$ cat config.mk
export PLATFORM = sky130hd
export DESIGN_NAME = top_latency_tracker_core
export DESIGN_NICKNAME = d
export VERILOG_FILES = /design/src/hw/rtl/tlt_pkg.sv /design/src/hw/rtl/tlt_entry_mem.sv /design/src/hw/rtl/tlt_stats.sv /design/src/hw/rtl/tlt_seq.sv /design/src/hw/rtl/top_latency_tracker_core.sv
export VERILOG_INCLUDE_DIRS = /design/src /design/src/hw/rtl
export SDC_FILE = /design/constraint.sdc
export NUM_CORES = 1
export LEC_CHECK = 0
export BUFFER_PORTS_ARGS = -buffer_cell sky130_fd_sc_hd__buf_4
export CAP_MARGIN = 25
export CORE_UTILIZATION = 60
export CTS_CLUSTER_SIZE = 20
export DETAILED_ROUTE_END_ITERATION = 6
export PLACE_DENSITY = 0.82
export SKIP_LAST_GASP = 1
export SYNTH_ARGS = -nofsm -noshare
export SYNTH_HDL_FRONTEND = slang
export SYNTH_SLANG_ARGS = --single-unit
$ cat constraint.sdc
create_clock -name clk -period 18.2 [get_ports clk]
set_input_delay 2.73 -clock clk [delete_from_list [all_inputs] [get_ports clk]]
set_output_delay 2.73 -clock clk [all_outputs]
set_load 0.02 [all_outputs]
$ cat src/hw/rtl/top_latency_tracker_core_macros.svh
// Assertion helpers used by the tracker sequencer.
`ifndef TOP_LATENCY_TRACKER_CORE_MACROS_SVH
`define TOP_LATENCY_TRACKER_CORE_MACROS_SVH

// Clocked check that is switched off while reset is asserted.
`define TLT_ASSERT(lbl, clk, rst_n, prop, msg) \
	lbl: assert property (@(posedge clk) disable iff (!rst_n) (prop)) else $error(msg);

// Same-cycle implication built on the check above.
`define TLT_ASSERT_IMP(lbl, clk, rst_n, ante, cons, msg) \
	`TLT_ASSERT(lbl, clk, rst_n, (ante) |-> (cons), msg)

// Next-cycle implication built on the check above.
`define TLT_ASSERT_NXT(lbl, clk, rst_n, ante, cons, msg) \
	`TLT_ASSERT(lbl, clk, rst_n, (ante) |=> (cons), msg)

`endif

$ cat src/hw/rtl/tlt_pkg.sv
package tlt_pkg;

	// Width of the reported slot number.
	localparam int unsigned SLOT_W = 3;

	// Command codes.
	localparam logic CMD_RECORD = 1'b0;
	localparam logic CMD_READ   = 1'b1;

	// One request item.
	typedef struct packed {
		logic              cmd;
		logic [SLOT_W-1:0] entry_index;
		logic [31:0]       sample_duration;
		logic [31:0]       sample_time;
	} req_t;

	// One response item.
	typedef struct packed {
		logic              read_valid;
		logic [31:0]       read_duration;
		logic [31:0]       read_time;
		logic              was_stored;
		logic [SLOT_W-1:0] stored_slot;
		logic [31:0]       max_duration;
		logic [31:0]       min_duration;
		logic [63:0]       duration_sum;
		logic [31:0]       sample_count;
	} rsp_t;

	// Payload of one table entry.
	typedef struct packed {
		logic [31:0] duration;
		logic [31:0] stamp;
	} entry_t;

	// Running statistics.
	typedef struct packed {
		logic [31:0] max_dur;
		logic [31:0] min_dur;
		logic [63:0] sum;
		logic [31:0] count;
	} stats_t;

	// Status handed from the sequencer to the top level.
	typedef struct packed {
		logic              finish;
		logic              record;
		logic              stored;
		logic              in_range;
		logic [SLOT_W-1:0] slot;
	} seq_status_t;

	// Sequencer states.
	typedef enum logic [1:0] {
		S_IDLE,
		S_SCAN,
		S_READ,
		S_FINISH
	} state_t;

endpackage

$ cat src/hw/rtl/tlt_entry_mem.sv
module tlt_entry_mem
	import tlt_pkg::*;
#(
	parameter int unsigned TOP_ENTRIES = 8,
	localparam int unsigned IDX_W = (TOP_ENTRIES > 1) ? $clog2(TOP_ENTRIES) : 1
) (
	input  logic             clk,
	input  logic             arst_n,
	input  logic             rd_en,
	input  logic [IDX_W-1:0] rd_addr,
	output logic             rd_vld,
	output entry_t           rd_entry,
	input  logic             wr_en,
	input  logic [IDX_W-1:0] wr_addr,
	input  entry_t           wr_entry
);

	entry_t                 mem [TOP_ENTRIES];
	logic [TOP_ENTRIES-1:0] valid_q;
	entry_t                 rd_entry_q;
	logic                   rd_vld_q;

	// Valid bits clear at reset; an entry is marked once it is written.
	always_ff @(posedge clk or negedge arst_n) begin
		if (!arst_n) begin
			valid_q  <= '0;
			rd_vld_q <= 1'b0;
		end else begin
			if (wr_en) begin
				valid_q[wr_addr] <= 1'b1;
			end
			if (rd_en) begin
				rd_vld_q <= valid_q[rd_addr];
			end
		end
	end

	// Entry storage with one write and one registered read port.
	always_ff @(posedge clk) begin
		if (wr_en) begin
			mem[wr_addr] <= wr_entry;
		end
		if (rd_en) begin
			rd_entry_q <= mem[rd_addr];
		end
	end

	// An entry never written reads as all zero.
	assign rd_vld   = rd_vld_q;
	assign rd_entry = rd_vld_q ? rd_entry_q : '0;

endmodule

$ cat src/hw/rtl/tlt_stats.sv
module tlt_stats
	import tlt_pkg::*;
(
	input  logic        clk,
	input  logic        arst_n,
	input  logic        upd,
	input  logic [31:0] dur,
	output stats_t      stats_nxt
);

	stats_t stats_q;

	// Values after the current sample; a minimum of zero counts as unset.
	always_comb begin
		stats_nxt = stats_q;
		if (upd) begin
			if (dur > stats_q.max_dur) begin
				stats_nxt.max_dur = dur;
			end
			if ((dur < stats_q.min_dur) || (stats_q.min_dur == 32'd0)) begin
				stats_nxt.min_dur = dur;
			end
			stats_nxt.sum   = stats_q.sum + {32'd0, dur};
			stats_nxt.count = stats_q.count + 32'd1;
		end
	end

	always_ff @(posedge clk or negedge arst_n) begin
		if (!arst_n) begin
			stats_q <= '0;
		end else if (upd) begin
			stats_q <= stats_nxt;
		end
	end

endmodule

$ cat src/hw/rtl/tlt_seq.sv
`include "top_latency_tracker_core_macros.svh"

module tlt_seq
	import tlt_pkg::*;
#(
	parameter int unsigned TOP_ENTRIES = 8,
	localparam int unsigned IDX_W = (TOP_ENTRIES > 1) ? $clog2(TOP_ENTRIES) : 1
) (
	input  logic             clk,
	input  logic             arst_n,
	input  logic             req_valid,
	output logic             req_ready,
	input  req_t             req,
	input  logic             out_free,
	input  logic             rd_vld,
	input  logic [31:0]      rd_dur,
	output logic             rd_en,
	output logic [IDX_W-1:0] rd_addr,
	output logic             wr_en,
	output logic [IDX_W-1:0] wr_addr,
	output req_t             item,
	output seq_status_t      stat
);

	localparam int unsigned CNT_W = $clog2(TOP_ENTRIES + 1);
	localparam logic [CNT_W-1:0] N_CNT    = CNT_W'(TOP_ENTRIES);
	localparam logic [IDX_W-1:0] LAST_IDX = IDX_W'(TOP_ENTRIES - 1);

	state_t           state_q, state_d;
	req_t             item_q;
	logic [CNT_W-1:0] issue_q;
	logic             cmp_q;
	logic [IDX_W-1:0] cmp_idx_q;
	logic [31:0]      lowest_q;
	logic             found_q;
	logic [IDX_W-1:0] chosen_q;
	logic             accept;
	logic             issue_ok;
	logic             hit_empty;
	logic             hit_lower;
	logic             scan_end;
	logic             record;

	assign accept = req_valid && req_ready;
	assign record = (item_q.cmd == CMD_RECORD);

	// Shared compare unit: one entry of the table is judged per cycle.
	assign issue_ok  = (issue_q < N_CNT);
	assign hit_empty = cmp_q && !rd_vld;
	assign hit_lower = cmp_q && rd_vld && (rd_dur < lowest_q);
	assign scan_end  = cmp_q && (hit_empty || (cmp_idx_q == LAST_IDX));

	// Next state.
	always_comb begin
		state_d = state_q;
		case (state_q)
			S_IDLE: begin
				if (req_valid) begin
					state_d = (req.cmd == CMD_READ) ? S_READ : S_SCAN;
				end
			end
			S_SCAN: begin
				if (scan_end) begin
					state_d = S_FINISH;
				end
			end
			S_READ: begin
				state_d = S_FINISH;
			end
			S_FINISH: begin
				if (out_free) begin
					state_d = S_IDLE;
				end
			end
			default: begin
				state_d = S_IDLE;
			end
		endcase
	end

	// Outputs of the sequencer.
	always_comb begin
		req_ready     = (state_q == S_IDLE);
		rd_en         = 1'b0;
		rd_addr       = issue_q[IDX_W-1:0];
		stat.finish   = 1'b0;
		case (state_q)
			S_SCAN: begin
				rd_en = issue_ok && !scan_end;
			end
			S_READ: begin
				rd_en   = 1'b1;
				rd_addr = IDX_W'(item_q.entry_index);
			end
			S_FINISH: begin
				stat.finish = out_free;
			end
			default: begin
				rd_en = 1'b0;
			end
		endcase
		stat.record   = record;
		stat.stored   = record && found_q;
		stat.in_range = (32'(item_q.entry_index) < 32'(TOP_ENTRIES));
		stat.slot     = (record && found_q) ? SLOT_W'(chosen_q) : '0;
		wr_en         = stat.finish && record && found_q;
		wr_addr       = chosen_q;
		item          = item_q;
	end

	// Control registers.
	always_ff @(posedge clk or negedge arst_n) begin
		if (!arst_n) begin
			state_q <= S_IDLE;
			issue_q <= '0;
			cmp_q   <= 1'b0;
			found_q <= 1'b0;
		end else begin
			state_q <= state_d;
			if (accept) begin
				issue_q <= '0;
				cmp_q   <= 1'b0;
				found_q <= 1'b0;
			end else if (state_q == S_SCAN) begin
				if (rd_en) begin
					issue_q <= issue_q + CNT_W'(1);
				end
				cmp_q   <= rd_en;
				found_q <= found_q || hit_empty || hit_lower;
			end
		end
	end

	// Item and scan payload registers.
	always_ff @(posedge clk) begin
		if (accept) begin
			item_q   <= req;
			lowest_q <= req.sample_duration;
			chosen_q <= '0;
		end else if (state_q == S_SCAN) begin
			cmp_idx_q <= issue_q[IDX_W-1:0];
			if (hit_empty || hit_lower) begin
				chosen_q <= cmp_idx_q;
			end
			if (hit_lower) begin
				lowest_q <= rd_dur;
			end
		end
	end

	`TLT_ASSERT_NXT(a_busy_after_accept, clk, arst_n, accept, !req_ready, "ready right after an accepted item")
	`TLT_ASSERT_NXT(a_finish_to_idle, clk, arst_n, stat.finish, state_q == S_IDLE, "sequencer did not return to idle")
	`TLT_ASSERT_IMP(a_slot_in_table, clk, arst_n, wr_en, 32'(chosen_q) < 32'(TOP_ENTRIES), "write beyond the table")
	`TLT_ASSERT_IMP(a_lowest_bound, clk, arst_n, state_q == S_SCAN, lowest_q <= item_q.sample_duration, "scan minimum above the sample")

endmodule

$ cat src/hw/rtl/top_latency_tracker_core.sv
// Channel   Direction  Handshake              Payload
// req       in         req_valid / req_ready  req_t: cmd, entry_index, sample_duration, sample_time
// rsp       out        rsp_valid / rsp_ready  rsp_t: read fields, store result, statistics
//
// A record item scans the table one entry per cycle through a single compare unit and the
// one read port of the entry memory, stopping at the first empty entry or after the last
// entry when the table is full. A read item passes through the read and finish states.
// Reset clears the valid bits and statistics at once; there is no clearing pass.
// The result sits in an output register, so the next item is taken while it waits; a
// finished item holds in its last state only while that register is still occupied.
module top_latency_tracker_core
	import tlt_pkg::*;
#(
	parameter int unsigned TOP_ENTRIES = 8
) (
	input  logic clk,
	input  logic arst_n,
	input  logic req_valid,
	output logic req_ready,
	input  req_t req,
	output logic rsp_valid,
	input  logic rsp_ready,
	output rsp_t rsp
);

	localparam int unsigned IDX_W = (TOP_ENTRIES > 1) ? $clog2(TOP_ENTRIES) : 1;

	logic             rd_en;
	logic [IDX_W-1:0] rd_addr;
	logic             rd_vld;
	entry_t           rd_entry;
	logic             wr_en;
	logic [IDX_W-1:0] wr_addr;
	req_t             item;
	seq_status_t      stat;
	stats_t           stats_nxt;
	logic             out_free;
	logic             rsp_valid_q;
	rsp_t             rsp_q;
	rsp_t             rsp_d;

	assign out_free = !rsp_valid_q || rsp_ready;

	tlt_seq #(
		.TOP_ENTRIES(TOP_ENTRIES)
	) u_seq (
		.clk      (clk),
		.arst_n   (arst_n),
		.req_valid(req_valid),
		.req_ready(req_ready),
		.req      (req),
		.out_free (out_free),
		.rd_vld   (rd_vld),
		.rd_dur   (rd_entry.duration),
		.rd_en    (rd_en),
		.rd_addr  (rd_addr),
		.wr_en    (wr_en),
		.wr_addr  (wr_addr),
		.item     (item),
		.stat     (stat)
	);

	tlt_entry_mem #(
		.TOP_ENTRIES(TOP_ENTRIES)
	) u_mem (
		.clk     (clk),
		.arst_n  (arst_n),
		.rd_en   (rd_en),
		.rd_addr (rd_addr),
		.rd_vld  (rd_vld),
		.rd_entry(rd_entry),
		.wr_en   (wr_en),
		.wr_addr (wr_addr),
		.wr_entry({item.sample_duration, item.sample_time})
	);

	tlt_stats u_stats (
		.clk      (clk),
		.arst_n   (arst_n),
		.upd      (stat.finish && stat.record),
		.dur      (item.sample_duration),
		.stats_nxt(stats_nxt)
	);

	// Assemble the result item.
	always_comb begin
		rsp_d = '0;
		if (!stat.record && stat.in_range) begin
			rsp_d.read_valid    = rd_vld;
			rsp_d.read_duration = rd_entry.duration;
			rsp_d.read_time     = rd_entry.stamp;
		end
		rsp_d.was_stored   = stat.stored;
		rsp_d.stored_slot  = stat.slot;
		rsp_d.max_duration = stats_nxt.max_dur;
		rsp_d.min_duration = stats_nxt.min_dur;
		rsp_d.duration_sum = stats_nxt.sum;
		rsp_d.sample_count = stats_nxt.count;
	end

	// Output register valid flag.
	always_ff @(posedge clk or negedge arst_n) begin
		if (!arst_n) begin
			rsp_valid_q <= 1'b0;
		end else if (stat.finish) begin
			rsp_valid_q <= 1'b1;
		end else if (rsp_ready) begin
			rsp_valid_q <= 1'b0;
		end
	end

	// Output register payload.
	always_ff @(posedge clk) begin
		if (stat.finish) begin
			rsp_q <= rsp_d;
		end
	end

	assign rsp_valid = rsp_valid_q;
	assign rsp       = rsp_q;

endmodule

==> impl_metrics.toml <==
[synthesis]
ys_ff_latch = 1089
syn-num-nets = 2919
synthTopCellsByCount = "edfxtp_1 (908), nand2_1 (209), mux2_2 (192), dfrtp_1 (178), ha_1 (132)"
yosysTopAreaCell = "edfxtp_1"
syn_area_um2 = 45300
synth.most_common_cell = "edfxtp_1"
netlist_top_cells_area = "edfxtp_1 (60%), dfrtp_1 (9.8%), mux4_2 (6.5%)"
seq_area_frac_synth_pct = 70.2
avgSynthCellArea_um2 = 16.7
synth-async-reset-ratio_pct = 16.3
synthFlopType = "edfxtp_1"
synth_cells = 2714
synth_top_area_share_pct = 60.2
synth_cell_type_count = 72
yosys_warnings = 0
synth_edf_count = 908

[sta]
finalSetupTns_ns = 0
fin_crit_ns = 5.73
finalSetupViolations = 0
hold_viol_final = 0
final.setup_skew_ns = 0.0456
rsz0062_at_grt = "no"
fin_crit_sh_pct = 31.5
slew_headroom_pct = 27.5
drv_slew = 0
worst_pin_slew_ns = 1.09
clock.fmax_ghz = 0.174

[global_route]
grt_pass1_wl_um = 159000
overflow = 0
antenna_found_initial = 2
grt_usage_pct = 27.6
met3_usage_pct = 5.00
grtUsageMet1_pct = 36.6
grt_use_met2_pct = 46.2
grt_pass1_vias = 26400
grt_busiest_layer = "met2"
grt_max_degree = 168

[die]
die_height_um = 277
core_area_um2 = 74600
io_pins = 303
fp.dieW_um = 277
rows = 100
die_area_um2 = 76600
initial_core_util_pct = 60.8

[power]
clockPowerShare_pct = 25.0
p_sw_mw = 2.88
seqPwrFrac_pct = 43.0
switching_share_pct = 33.2
power_leakage_nw = 20.1
ir_worst_vdd_uv = 139
power.internal_mw = 5.80
p_comb_share_pct = 32.0
powerDensity_nw_per_um2 = 166

[worst_hold_path]
hold_class = "reg -> reg"
hold_depth = 1
hold_start = "u_stats.stats_q[31]$_DFFE_PN0P_"
hold-path-endpoint = "u_stats.stats_q[31]$_DFFE_PN0P_"

[setup_path]
regToRegStartpoint = "u_mem.rd_vld$_DFFE_PN0P_"
setup.worst_path.start_class = "input pin"
cp_max_fo = 64
r2r_end = "u_seq.lowest_q[9]$_DFFE_PP_"
required_ns = 18.49
reg2reg_depth = 10
worstPathCellList = "buf_4 > nor2b_1 > nor2_4 > buf_4 > nand2_1 > nor2_4 > buf_4"
r2r_slack_ns = 12.90
crit_type = "in -> reg"
critPathCaptureType = "flop"
cp_common_cell = "buf_4"
critical_path.slowest_cell = "nor2_4"
cp_num_buf_inv = 3
cp_top_family = "simple AND/OR/NAND/NOR gates"
max_stage_delay_ns = 0.94
crit_arrival_ns = 6.03

[routing]
routed-via-count = 25700
drtIter0Drc = 2556
drc = 1
drtAntennaViolNets = 0
routed_wl_um = 105000
dr.pass1.iters = 7
vias_per_cell = 6.22
avgRoutedWirePerCell_um = 25.5

[placement]
dp_hpwl_um = 63700
place.gp.congestion = 0.958
port_buffers = 302
dp_cells = 3932

[clocking]
clk_pin_slew_ns = 0.06
worstSkewPairLatency_ns = 0.70
cts_sinks = 1089
cts_tree = "built"
postCtsSetupRepairBufs = 0
clockRootBuffer = "clkbuf_16"
cts_hold_buf = 0
clockBufferDepth = 3
post_cts_resized = 0
htreeDepth = 3
cts_buffers = 106

[final_layout]
drive_gt1_share_pct = 27.6
nets = 3277
antenna_cells = 0
stdcell_count = 4131
fill_cells = 4524
syn_to_final_growth_pct = 15.5

[status]
status = "finished with violations"
violations = "design-rule violations"

[run]
maxCapViolations = 0
-- metal layers --
layer / routed length [um] / vias to the layer above
li1: - / 11100
met1: 40600 / 13100
met2: 53200 / 1264
met3: 8250 / 213
met4: 3270 / 4
met5: 27 / -
-- worst register-to-register path: stages, from the launching register on --
cell and delay, ns:
dfrtp_2 0.87, buf_4 0.61, and2_1 0.27, ha_1 0.24
a21o_1 0.18, a211oi_1 0.39, o211ai_1 0.19, a311oi_1 0.68
o21ai_0 0.38, nand2_1 0.65, buf_4 0.46
-- through the flow --
stage / hold WS [ns] / power [mW] / worst slack [ns] / util, % / cell area, um^2
after floorplan: 0.434 / 5.57 / 3.50 / - / 45300
after global placement: 0.450 / 6.35 / 11.92 / 65.4 / 48800
after detailed placement: 0.453 / 6.49 / 11.79 / 65.5 / 48900
after CTS: 0.491 / 8.70 / 12.44 / 70.2 / 52300
after global routing: 0.500 / 9.05 / 12.33 / 70.2 / 52300
final: 0.489 / 8.69 / 12.47 / 70.2 / 52300
-- power groups by stage --
stage	Clock (mW)	Sequential [mW]	Combinational, mW
after global routing	2.28	3.77	2.99
final	2.17	3.74	2.78
after floorplan	0	3.88	1.70
after detailed placement	0	3.76	2.73
after CTS	2.19	3.73	2.78
after global placement	0	3.74	2.61
-- layout make-up --
class / count / area [um^2] / share of cell area, %
Clock buffer: 142 / 2880 / 5.50
Inverter: 113 / 427 / 0.815
Sequential cell: 1089 / 31800 / 60.7
Tap cell: 969 / 1210 / 2.32
Multi-Input combinational cell: 1421 / 12800 / 24.5
Timing Repair Buffer: 341 / 2640 / 5.04
Clock inverter: 56 / 576 / 1.10
-- state kept, by name, summed over array words and instances, names as in the netlist --
signal and cells:
u_stats.stats_q 160, u_mem.valid_q 8, rsp 229, rsp_valid 1, u_seq.cmp_idx_q 3, u_seq.found_q 1, u_seq.item 68, u_mem.rd_entry_q 64
u_seq.lowest_q 32, u_mem.rd_vld 1, u_seq.wr_addr 3, u_seq.state_q 2, u_seq.cmp_q 1, u_mem.mem 512, u_seq.issue_q 4
-- cell usage in the layout (no fill, tap or decap), types with 93 or more instances in the layout --
| master | synthesis | layout |
|---|---|---|
| clkbuf_16 | 0 | 106 |
| mux4_2 | 130 | 130 |
| inv_1 | 112 | 112 |
| buf_4 | 6 | 335 |
| ha_1 | 132 | 132 |
| nand2_1 | 209 | 209 |
| mux2_2 | 192 | 192 |
| edfxtp_1 | 908 | 908 |
| xnor2_1 | 93 | 93 |
| dfrtp_1 | 178 | 177 |
-- cells by family after synthesis --
kind of cell | after synthesis | synth area share, %
simple gates | 545 | 6.23
fa+ha+maj | 133 | 3.69
mux | 327 | 11.3
compound gates | 261 | 3.80
xor+xnor | 155 | 3.00
buf+inv | 204 | 1.79
flops | 1089 | 70.2
-- worst max path at each step --
stage,end,from,cells past startpoint,slack (ns)
after floorplan,u_mem.valid_q[0]$_DFFE_PN0P_,rsp_ready,5,3.50
after global placement,u_mem.mem[3][57]$_DFFE_PP_,rsp_ready,7,11.92
after detailed placement,u_mem.mem[3][55]$_DFFE_PP_,rsp_ready,7,11.79
after CTS,u_mem.mem[3][42]$_DFFE_PP_,rsp_ready,7,12.44
after global routing,u_mem.mem[3][45]$_DFFE_PP_,rsp_ready,7,12.33
final,u_mem.mem[3][45]$_DFFE_PP_,rsp_ready,7,12.47
(Power assumes the default switching activity.)
